<file path="config.mk">
export PLATFORM = sky130hd
export DESIGN_NAME = window_high_low_structure_core
export DESIGN_NICKNAME = d
export VERILOG_FILES = /design/src/hw/rtl/whll_pkg.sv /design/src/hw/rtl/window_high_low_structure_core.sv /design/src/hw/rtl/whll_hist_ram.sv /design/src/hw/rtl/whll_scan.sv
export SDC_FILE = /design/constraint.sdc
export NUM_CORES = 2
export LEC_CHECK = 0
export ABC_AREA = 0
export ABC_CLOCK_PERIOD_IN_PS = 14930
export BUFFER_PORTS_ARGS = -buffer_cell sky130_fd_sc_hd__buf_2
export CAP_MARGIN = 10
export CORE_MARGIN = 2
export CORE_UTILIZATION = 53
export CTS_CLUSTER_SIZE = 28
export DETAILED_ROUTE_END_ITERATION = 6
export HOLD_SLACK_MARGIN = 0.02
export PLACE_DENSITY = 0.71
export SYNTH_ARGS = -nofsm -noshare
export SYNTH_HDL_FRONTEND = slang
export SYNTH_SLANG_ARGS = --single-unit
</file>
<file path="constraint.sdc">
create_clock -name clk -period 14.93 [get_ports clk]
set_clock_uncertainty 0.1 [all_clocks]
set_input_delay 2.986 -clock clk [delete_from_list [all_inputs] [get_ports clk]]
set_output_delay 2.986 -clock clk [all_outputs]
set_load 0.02 [all_outputs]
</file>
<file path="src/hw/rtl/whll_pkg.sv">
package whll_pkg;

    localparam int PRICE_W    = 32;
    localparam int WLEN_W     = 6;
    localparam logic [WLEN_W-1:0] WLEN_RESET = 6'd5;
    localparam int IN_DATA_W  = 64;
    localparam int OUT_DATA_W = 136;

    typedef enum logic [2:0] {
        TREND_NEUTRAL     = 3'd0,
        TREND_UP          = 3'd1,
        TREND_DOWN        = 3'd2,
        TREND_EXPANDING   = 3'd3,
        TREND_CONTRACTING = 3'd4
    } trend_t;

    typedef struct packed {
        logic [PRICE_W-1:0] higher_high_amount;
        logic [PRICE_W-1:0] lower_low_amount;
        logic [PRICE_W-1:0] higher_low_amount;
        logic [PRICE_W-1:0] lower_high_amount;
        trend_t             trend_code;
    } res_t;

endpackage

</file>
<file path="src/hw/rtl/window_high_low_structure_core.sv">
// Higher-highs / lower-lows structure detector.
// Slave stream: one word per bar, tdata = {low_price, high_price}.
// Master stream: one word per bar once 2P bars are held (P = effective
// window length), carrying the clipped differences between the max high
// and min low of the older and newer P-bar windows, plus a trend code.
// Bars accepted before the history is full give no output word.
// cfg_we/cfg_wdata write window_length (0 acts as 1, above MAX_WINDOW
// saturates); a write restarts the 2P-bar fill. Write only while idle.
// Flow: a bar that gives no output leaves s_tready high, so such bars can
// follow back to back. A bar that gives output starts a scan: the history
// RAM is read one entry per cycle over all 2P held bars through a single
// max/min compare, then one shared subtractor forms the four differences,
// first for the highs and then for the lows, and the trend code is set.
// s_tready stays low during that time. The result waits in the scanner
// and the output register while m_tready is low; the next bar is taken
// once the scanner has handed its result over. Reset clears the fill
// count, write pointer and valid flags; window_length returns to 5.
module window_high_low_structure_core
    import whll_pkg::*;
#(
    parameter int MAX_WINDOW = 32
) (
    input  logic                  clk,
    input  logic                  rst_n,
    input  logic                  cfg_we,
    input  logic [WLEN_W-1:0]     cfg_wdata,
    input  logic                  s_tvalid,
    output logic                  s_tready,
    input  logic [IN_DATA_W-1:0]  s_tdata,   // high_price, low_price
    output logic                  m_tvalid,
    input  logic                  m_tready,
    // higher_high_amount, lower_low_amount, higher_low_amount,
    // lower_high_amount, trend_code, zero pad
    output logic [OUT_DATA_W-1:0] m_tdata
);

    localparam int DEPTH = 2 * MAX_WINDOW;
    localparam int AW    = (DEPTH > 1) ? $clog2(DEPTH) : 1;
    localparam int PW    = $clog2(MAX_WINDOW + 1);

    logic [WLEN_W-1:0] wlen_reg;
    logic [AW-1:0]     write_slot_reg, write_slot_next;
    logic [PW:0]       fill_reg, fill_next;
    logic              start_reg;
    logic [PW-1:0]     p;
    logic [PW:0]       need;
    logic              in_take;

    logic              scan_idle;
    logic              rd_en;
    logic [AW-1:0]     rd_addr;
    logic [2*PRICE_W-1:0] rd_data;
    logic              res_valid;
    logic              res_take;
    res_t              res;

    logic              out_valid_reg;
    res_t              out_reg;

    always_comb
    begin
        if (wlen_reg == '0)
        begin
            p = PW'(1);
        end
        else if (32'(wlen_reg) > 32'(MAX_WINDOW))
        begin
            p = PW'(MAX_WINDOW);
        end
        else
        begin
            p = PW'(wlen_reg);
        end
    end

    assign need     = {p, 1'b0};
    assign s_tready = scan_idle && !start_reg;
    assign in_take  = s_tvalid && s_tready;

    assign write_slot_next = (write_slot_reg == AW'(DEPTH - 1)) ? '0 : write_slot_reg + 1'b1;

    always_comb
    begin
        fill_next = fill_reg;
        if (fill_reg < need)
        begin
            fill_next = fill_reg + 1'b1;
        end
        else if (fill_reg > need)
        begin
            fill_next = need;
        end
    end

    always_ff @(posedge clk or negedge rst_n)
    begin
        if (!rst_n)
        begin
            wlen_reg       <= WLEN_RESET;
            write_slot_reg <= '0;
            fill_reg       <= '0;
            start_reg      <= 1'b0;
        end
        else
        begin
            start_reg <= 1'b0;
            if (cfg_we)
            begin
                wlen_reg <= cfg_wdata;
                fill_reg <= '0;
            end
            else if (in_take)
            begin
                write_slot_reg <= write_slot_next;
                fill_reg       <= fill_next;
                start_reg      <= (fill_next == need);
            end
        end
    end

    whll_hist_ram #(
        .DEPTH (DEPTH),
        .AW    (AW),
        .W     (2 * PRICE_W)
    ) u_hist (
        .clk   (clk),
        .we    (in_take),
        .waddr (write_slot_reg),
        .wdata (s_tdata),
        .re    (rd_en),
        .raddr (rd_addr),
        .rdata (rd_data)
    );

    whll_scan #(
        .DEPTH (DEPTH),
        .AW    (AW),
        .PW    (PW)
    ) u_scan (
        .clk        (clk),
        .rst_n      (rst_n),
        .start      (start_reg),
        .write_slot (write_slot_reg),
        .p          (p),
        .idle       (scan_idle),
        .rd_en      (rd_en),
        .rd_addr    (rd_addr),
        .rd_data    (rd_data),
        .res_valid  (res_valid),
        .res_take   (res_take),
        .res        (res)
    );

    assign res_take = res_valid && (!out_valid_reg || m_tready);

    always_ff @(posedge clk or negedge rst_n)
    begin
        if (!rst_n)
        begin
            out_valid_reg <= 1'b0;
        end
        else if (res_take)
        begin
            out_valid_reg <= 1'b1;
        end
        else if (m_tready)
        begin
            out_valid_reg <= 1'b0;
        end
    end

    always_ff @(posedge clk)
    begin
        if (res_take)
        begin
            out_reg <= res;
        end
    end

    assign m_tvalid = out_valid_reg;
    assign m_tdata  = {5'b0,
                       out_reg.trend_code,
                       out_reg.lower_high_amount,
                       out_reg.higher_low_amount,
                       out_reg.lower_low_amount,
                       out_reg.higher_high_amount};

endmodule

</file>
<file path="src/hw/rtl/whll_hist_ram.sv">
module whll_hist_ram #(
    parameter int DEPTH = 64,
    parameter int AW    = 6,
    parameter int W     = 64
) (
    input  logic          clk,
    input  logic          we,
    input  logic [AW-1:0] waddr,
    input  logic [W-1:0]  wdata,
    input  logic          re,
    input  logic [AW-1:0] raddr,
    output logic [W-1:0]  rdata
);

    logic [W-1:0] mem [DEPTH];
    logic [W-1:0] rdata_reg;

    always_ff @(posedge clk)
    begin
        if (we)
        begin
            mem[waddr] <= wdata;
        end
    end

    always_ff @(posedge clk)
    begin
        if (re)
        begin
            rdata_reg <= mem[raddr];
        end
    end

    assign rdata = rdata_reg;

endmodule

</file>
<file path="src/hw/rtl/whll_scan.sv">
module whll_scan
    import whll_pkg::*;
#(
    parameter int DEPTH = 64,
    parameter int AW    = 6,
    parameter int PW    = 6
) (
    input  logic                 clk,
    input  logic                 rst_n,
    input  logic                 start,
    input  logic [AW-1:0]        write_slot,
    input  logic [PW-1:0]        p,
    output logic                 idle,
    output logic                 rd_en,
    output logic [AW-1:0]        rd_addr,
    input  logic [2*PRICE_W-1:0] rd_data,
    output logic                 res_valid,
    input  logic                 res_take,
    output res_t                 res
);

    typedef enum logic [2:0] {
        ST_IDLE,
        ST_SCAN,
        ST_DIFF_HI,
        ST_DIFF_LO,
        ST_CODE,
        ST_DONE
    } state_t;

    state_t state_reg, state_next;

    logic [PW:0]        need;
    logic [PW:0]        cnt_reg, cnt_next;
    logic [PW:0]        idx_reg;
    logic               dv_reg;
    logic [AW-1:0]      addr_reg, addr_next;
    logic [AW:0]        need_ext;
    logic [AW:0]        ws_ext;
    logic [AW-1:0]      start_addr;

    logic [PRICE_W-1:0] acc_hi_reg, acc_lo_reg;
    logic [PRICE_W-1:0] old_hi_reg, old_lo_reg;
    logic [PRICE_W-1:0] d_hi, d_lo, comb_hi, comb_lo;
    logic               first_of_window;

    logic [PRICE_W-1:0] op_a, op_b, big, sml, diff;
    logic               a_gt_b;

    res_t               res_reg;

    assign need     = {p, 1'b0};
    assign need_ext = (AW+1)'(need);
    assign ws_ext   = {1'b0, write_slot};

    always_comb
    begin
        if (ws_ext >= need_ext)
        begin
            start_addr = AW'(ws_ext - need_ext);
        end
        else
        begin
            start_addr = AW'(ws_ext + (AW+1)'(DEPTH) - need_ext);
        end
    end

    assign rd_en   = (state_reg == ST_SCAN) && (cnt_reg < need);
    assign rd_addr = addr_reg;

    assign d_hi = rd_data[PRICE_W-1:0];
    assign d_lo = rd_data[2*PRICE_W-1:PRICE_W];
    assign first_of_window = (idx_reg == '0) || (idx_reg == (PW+1)'(p));
    assign comb_hi = (first_of_window || (d_hi > acc_hi_reg)) ? d_hi : acc_hi_reg;
    assign comb_lo = (first_of_window || (d_lo < acc_lo_reg)) ? d_lo : acc_lo_reg;

    // shared compare/subtract: |a - b| and which side is larger
    always_comb
    begin
        if (state_reg == ST_DIFF_HI)
        begin
            op_a = acc_hi_reg;
            op_b = old_hi_reg;
        end
        else
        begin
            op_a = acc_lo_reg;
            op_b = old_lo_reg;
        end
    end

    assign a_gt_b = op_a > op_b;
    assign big    = a_gt_b ? op_a : op_b;
    assign sml    = a_gt_b ? op_b : op_a;
    assign diff   = big - sml;

    always_comb
    begin
        state_next = state_reg;
        cnt_next   = cnt_reg;
        addr_next  = addr_reg;
        unique case (state_reg)
            ST_IDLE:
            begin
                if (start)
                begin
                    state_next = ST_SCAN;
                    cnt_next   = '0;
                    addr_next  = start_addr;
                end
            end
            ST_SCAN:
            begin
                if (rd_en)
                begin
                    cnt_next  = cnt_reg + 1'b1;
                    addr_next = (addr_reg == AW'(DEPTH - 1)) ? '0 : addr_reg + 1'b1;
                end
                if (dv_reg && (idx_reg == need - 1'b1))
                begin
                    state_next = ST_DIFF_HI;
                end
            end
            ST_DIFF_HI: state_next = ST_DIFF_LO;
            ST_DIFF_LO: state_next = ST_CODE;
            ST_CODE:    state_next = ST_DONE;
            ST_DONE:
            begin
                if (res_take)
                begin
                    state_next = ST_IDLE;
                end
            end
            default:    state_next = ST_IDLE;
        endcase
    end

    always_ff @(posedge clk or negedge rst_n)
    begin
        if (!rst_n)
        begin
            state_reg <= ST_IDLE;
            cnt_reg   <= '0;
            dv_reg    <= 1'b0;
        end
        else
        begin
            state_reg <= state_next;
            cnt_reg   <= cnt_next;
            dv_reg    <= rd_en;
        end
    end

    always_ff @(posedge clk)
    begin
        addr_reg <= addr_next;
        idx_reg  <= cnt_reg;
        if (dv_reg)
        begin
            acc_hi_reg <= comb_hi;
            acc_lo_reg <= comb_lo;
            if (idx_reg == (PW+1)'(p) - 1'b1)
            begin
                old_hi_reg <= comb_hi;
                old_lo_reg <= comb_lo;
            end
        end
        unique case (state_reg)
            ST_DIFF_HI:
            begin
                res_reg.higher_high_amount <= a_gt_b ? diff : '0;
                res_reg.lower_high_amount  <= a_gt_b ? '0 : diff;
            end
            ST_DIFF_LO:
            begin
                res_reg.higher_low_amount <= a_gt_b ? diff : '0;
                res_reg.lower_low_amount  <= a_gt_b ? '0 : diff;
            end
            ST_CODE:
            begin
                priority if ((res_reg.higher_high_amount != '0) &&
                             (res_reg.higher_low_amount != '0))
                    res_reg.trend_code <= TREND_UP;
                else if ((res_reg.lower_high_amount != '0) &&
                         (res_reg.lower_low_amount != '0))
                    res_reg.trend_code <= TREND_DOWN;
                else if ((res_reg.higher_high_amount != '0) &&
                         (res_reg.lower_low_amount != '0))
                    res_reg.trend_code <= TREND_EXPANDING;
                else if ((res_reg.lower_high_amount != '0) &&
                         (res_reg.higher_low_amount != '0))
                    res_reg.trend_code <= TREND_CONTRACTING;
                else
                    res_reg.trend_code <= TREND_NEUTRAL;
            end
            default:
            begin
            end
        endcase
    end

    assign idle      = (state_reg == ST_IDLE);
    assign res_valid = (state_reg == ST_DONE);
    assign res       = res_reg;

endmodule
</file>
After elaboration in Yosys (flattened, before gate mapping)
Memories as Yosys holds them, arrays and structs flattened. A register that Yosys moved wholly into a read port is not among the register bits.
Cells that the tools add are included.
Word-level totals
  register bits after elaboration: 435
  memory bits (writable): 4096
  bits of input ports: 75
  memories: 1
Memory list
  u_hist.mem: words 64, width 64, rd ports 1, clocked after Yosys merged registers in 1, write ports 1, RTL line whll_hist_ram.sv:15  | logic [W-1:0] mem [DEPTH];
Cells by class
  $add $sub $neg: 10
  order comparisons: 8
  eq/ne operators: 15
  mux-type cells: 36
  bitwise logic cells: 1
  reductions and logical operators: 30
Operator list (count)
  two-way mux 32 bit: 8
  nonzero test 32 bit: 4
  > comparator 32 bit: 2
  two-way mux 6 bit: 7
  two-way mux 7 bit: 6
  less-than comparator 32 bit: 1
  subtractor 32 bit: 1
  equality test 7 bit: 3
  adder 6 x 1 -> 6 bit (second input constant): 3
  one-hot mux 3 bit (6 select lines): 1
  adder 7 x 1 -> 7 bit (second input constant): 2
  less-than comparator 7 bit: 2
  one-hot mux 7 bit (2 select lines): 1
  equality test 6 bit (second input constant): 2
  two-way mux 3 bit: 4
  one-hot mux 6 bit (2 select lines): 1
  subtractor 6 bit: 2
  logical AND 1 bit: 9
  equality test 7 x 6 -> 1 bit: 1
  >= comparator 6 x 7 -> 1 bit: 1
  > comparator 7 bit: 1
  zero test 7 bit: 1
  subtractor 6 x 1 -> 7 bit (second input constant): 1
  subtractor 7 x 1 -> 7 bit (second input constant): 1
  other kinds (17): 35

Depth between registers and ports, before layout
  depth in word-level cells: 9
  mapped depth: 28
  depth with buffers taken out: 20

Hierarchy
From an unflattened synthesis, not the netlist that was laid out.
Second synthesis, totals
  cell total of the unflattened synthesis: 8302
  area, all modules: 178432.4 um^2
By module, submodules not included
  whll_hist_ram: times used 1, cells each 6598, area an instance 156989.3 um^2, seq. area each 124919.8 um^2
  whll_scan: times used 1, cells each 1395, area an instance 15964.1 um^2, seq. area each 8373.0 um^2
  window_high_low_structure_core: times used 1, cells each 309, area an instance 5479.0 um^2, seq. area each 4461.8 um^2

Worst setup path before layout
Ideal clock, no wire load.
  path kind: register to register
  start point: register u_scan.state_reg[1]
  end point: register u_scan.res_reg, in the netlist u_scan.res[128], data pin
  setup time: 0.172 ns
  data arrival time: 7.348 ns
  data required time: 14.658 ns
  slack: 7.310 ns
  cell stages (with the launch flop): 25
  buffers on the path: 6
  cell sequence: dfrtp_1 > buf_4 > or3b_1 > buf_6 > inv_2 > buf_4 > buf_4 > buf_2 > buf_1 > nor2_1 > a21oi_1 > inv_1 > ha_1 > and4_1 > nand2_1 > nor4_2 > o31ai_4 > a21oi_4 > mux2_4 > a221o_1 > a211oi_2 > nor2_1 > or4b_1 > and3_1 > nor3_1
On the way
  longest elaborated chain between the ends: 6
  elaborated cells on any way between the ends: 8
  those cells by class: add/sub (1); order compare (1); eq/ne (1); mux (5)
Ends and longest elaborated chain
  start: declaration: RTL line whll_scan.sv:31  | state_t state_reg, state_next;
  start signal: assignment: RTL line whll_scan.sv:148  | state_reg <= state_next;
  equality test 3 x 2 -> 1 bit *: RTL line whll_scan.sv:80  | if (state_reg == ST_DIFF_HI)
  two-way mux 32 bit: RTL line whll_scan.sv:80
  > comparator 32 bit: RTL line whll_scan.sv:92  | assign a_gt_b = op_a > op_b;
  two-way mux 32 bit, on equally long branches: RTL line whll_scan.sv:93, whll_scan.sv:94
  subtractor 32 bit: RTL line whll_scan.sv:95  | assign diff = big - sml;
  two-way mux 32 bit *
  end: declaration: RTL line whll_scan.sv:50  | res_t res_reg;
Mark *: on every way between the ends. The rest lies on a longest branch, timed or not.
A chain may end at the register's enable or synchronous reset.

Worst setup path in the final report
  start point: register u_scan.state_reg[2]
  end point: register u_scan.res_reg, in the netlist u_scan.res[27], data pin
Same word-level chain as after synthesis.

==> results.toml <==
[routing]
wl_um = 491300
route.met2.wl_um = 231700
drtAntennaViolNets = 0
vias = 93330
first_pass_iters = 7
drc_errors = 17
route.met3.wl_um = 58980
top_layer = "met5"
drtIter0Drc = 13430
met1_length_um = 180700
wl_per_cell_um = 35.29
vias_per_cell = 6.704

[placed_design]
pre_cts_ws_ns = 6.504
port_buffers = 207
gp_congestion = 0.8777
hpwl_um = 275400

[worst_setup_path]
r2r_setup_slack_ns = 6.61
crit_fanout = 79
cp.required_ns = 15.50
crit_arrival_ns = 8.89
path_class = "reg -> reg"
cp-end-kind = "flip-flop"
critPathMaxStageDelay_ns = 0.81
path_delay_family = "simple AND/OR/NAND/NOR gates"
slowest_stage = "buf_4"
crit_path_start_kind = "flip-flop"
crit_chain = "or3b_2 -> buf_4 -> inv_4 -> buf_4 -> o21ai_0 -> ha_1 -> and4_1 -> nand3_1 -> nor3_2 -> nand2_1 -> o21ai_4 -> buf_4 -> mux2i_1 -> o211ai_1 -> o31ai_1 -> nand4_1 -> a31oi_1 -> xor2_1 -> nor2_1"
crit_buf_inv = 4
cp_common_cell = "buf_4"

[grt]
antenna_found_initial = 42
gr-total-overflow = 0
grt_pass1_vias = 90960
grt_pass1_wl_um = 687900
grt_usage_pct = 28.50
grt_max_degree = 136

[timing]
finalSetupTns_ns = 0
fmax_mhz = 120.2
rsz0062_at_grt = "no"
min_period_ns = 8.318
period_share_pct = 55.71
slew_violations = 0
relSlewSlack_pct = 12.27
tightest_slew_ns = 1.316
hold_viol_final = 0
setup_slack_ns = 6.612
setup-violations-final = 0

[clock_tree]
cts_root_buffer = "clkbuf_16"
insertion_delay_ns = 1.01
cts_hold_buf = 0
clk_pin_slew_ns = 0.06
cts_buffers = 445
h-tree-depth = 5
cts_resized = 0
postCtsSetupBuffers = 0
clock_sinks = 4595
cts_tree = "yes"
cts_buffer_depth = 4

[logic_synthesis]
synth_top_area_cell = "edfxtp_1"
ys_types = 97
synthesis.instances = 8571
ys_seq_area_share_pct = 76.98
synth_top_area_share_pct = 76.45
ys_ff_latch = 4595
synth_enable_flop_cells = 4556
synth.area.top_cells = "edfxtp_1 76%, mux4_2 12%, mux2i_1 2.4%"
yosysWarnings = 0
avgSynthCellArea_um2 = 20.88
ys.flop_type = "edfxtp_1"
synth_area_um2 = 178900
yosysMostFrequentCell = "edfxtp_1"
ys_top_cells_by_count = "4556 x edfxtp_1, 945 x mux4_2, 438 x mux2i_1"
postSynth.asyncResetShare_pct = 0.6964

[status]
violations = "DRC"
status = "finished, violations left"

[floorplanning]
die_w_um = 585.1
die_h_um = 585.1
ios = 213
dieArea_um2 = 342300
core-area_um2 = 336300
num_rows = 213
start_util_pct = 53.21

[hold_path]
min_path_type = "reg -> reg"

[cells_and_area]
drive_above_1_share_pct = 23.72
num-fill-cells = 23190
multiInputGateArea_um2 = 39560
area_growth_pct = 12.38
seq_area_um2 = 137800
largest_register_ffs = 4096
finalNetCount = 9210

[pwr]
seqPwrFrac_pct = 41.0
ir_drop_v = 0.0002176
comb_power_share_pct = 29.1
power_frac_clock_pct = 29.9
switching_share_pct = 32.10
p_per_area_nw_per_um2 = 186.2
leakagePower_nw = 64.23
p_int_mw = 25.42
switchingPower_mw = 12.02

[run]
cap_violations = 0
-- cell type report --
class | count | share of cell area, %
inverters | 101 | 0.1935
repair buffers | 456 | 1.620
well taps | 4515 | 2.809
flip-flops and latches | 4595 | 68.50
diodes | 16 | 0.01991
clock buffers | 539 | 5.776
multi-input cells | 3418 | 19.67
clock inverters | 281 | 1.408
-- cells in the final DEF (no fill, tap or decap), types with 144 or more instances in the layout --
master / n
a21oi_1: 248
edfxtp_1: 4556
clkbuf_16: 451
buf_2: 207
nor2_1: 144
o221ai_1: 181
mux4_2: 945
mux2i_1: 438
buf_4: 222
o22ai_1: 163
o21ai_0: 243
nand2_1: 181
-- power by group through the flow --
stage / combinational (mW) / sequential [mW] / clock, mW
6_report: 10.9 / 15.4 / 11.2
3_5_place_dp: 10.7 / 15.6 / 0
3_3_place_gp: 10.6 / 15.6 / 0
4_1_cts: 10.8 / 15.3 / 11.3
2_1_floorplan: 6.73 / 15.4 / 0
5_1_grt: 11.4 / 15.4 / 11.7
-- per-layer routing --
layer	vias to the layer above	GRT usage, %
met4	24	10.32
li1	36900	-
met1	48860	39.78
met2	6628	44.68
met5	-	0
met3	924	6.280
-- metrics by stage --
| stage | hold WS (ns) | total power, mW | instances | utilization, % | cell area (um^2) |
|---|---|---|---|---|---|
| after CTS | 0.3323 | 37.39 | 13890 | 59.71 | 200800 |
| after floorplan | 0.2854 | 22.15 | 8575 | - | 179000 |
| after global routing | 0.3490 | 38.54 | 13910 | 59.78 | 201100 |
| after detailed placement | 0.3160 | 26.35 | 13070 | 55.42 | 186400 |
| final | 0.3287 | 37.44 | 13920 | 59.79 | 201100 |
| after global placement | 0.3104 | 26.20 | 13070 | 55.40 | 186300 |
-- path summary, 6_finish.rpt --
path / cells after the start / to / startpoint
setup / recovery: 19 / u_scan.res[27] / u_scan.state_reg[2]
hold / removal: 0 / m_tdata[130] / u_scan.res[2]
setup reg to reg: 19 / u_scan.res[27] / u_scan.state_reg[2]
hold reg to reg: 0 / m_tdata[130] / u_scan.res[2]
max in group asynchronous: 1 / u_scan.dv_reg / rst_n
min in group asynchronous: 1 / wlen_reg[1] / rst_n
-- cells by family (layout without fill, tap and decap cells) --
logic type | count (synthesis) | after routing | share of synthesized area (%)
AO/OA/AOI/OAI | 1095 | 1095 | 3.985
multiplexers | 1472 | 1472 | 14.91
XOR/XNOR | 55 | 55 | 0.2692
other | 1 | 21 | 0.002096
buffers and inverters | 562 | 1377 | 1.231
AND/OR/NAND/NOR | 673 | 673 | 1.798
flip-flops | 4595 | 4595 | 76.98
adder cells (fa/ha/maj) | 118 | 118 | 0.8292
Power figures use the tool's default switching activity.
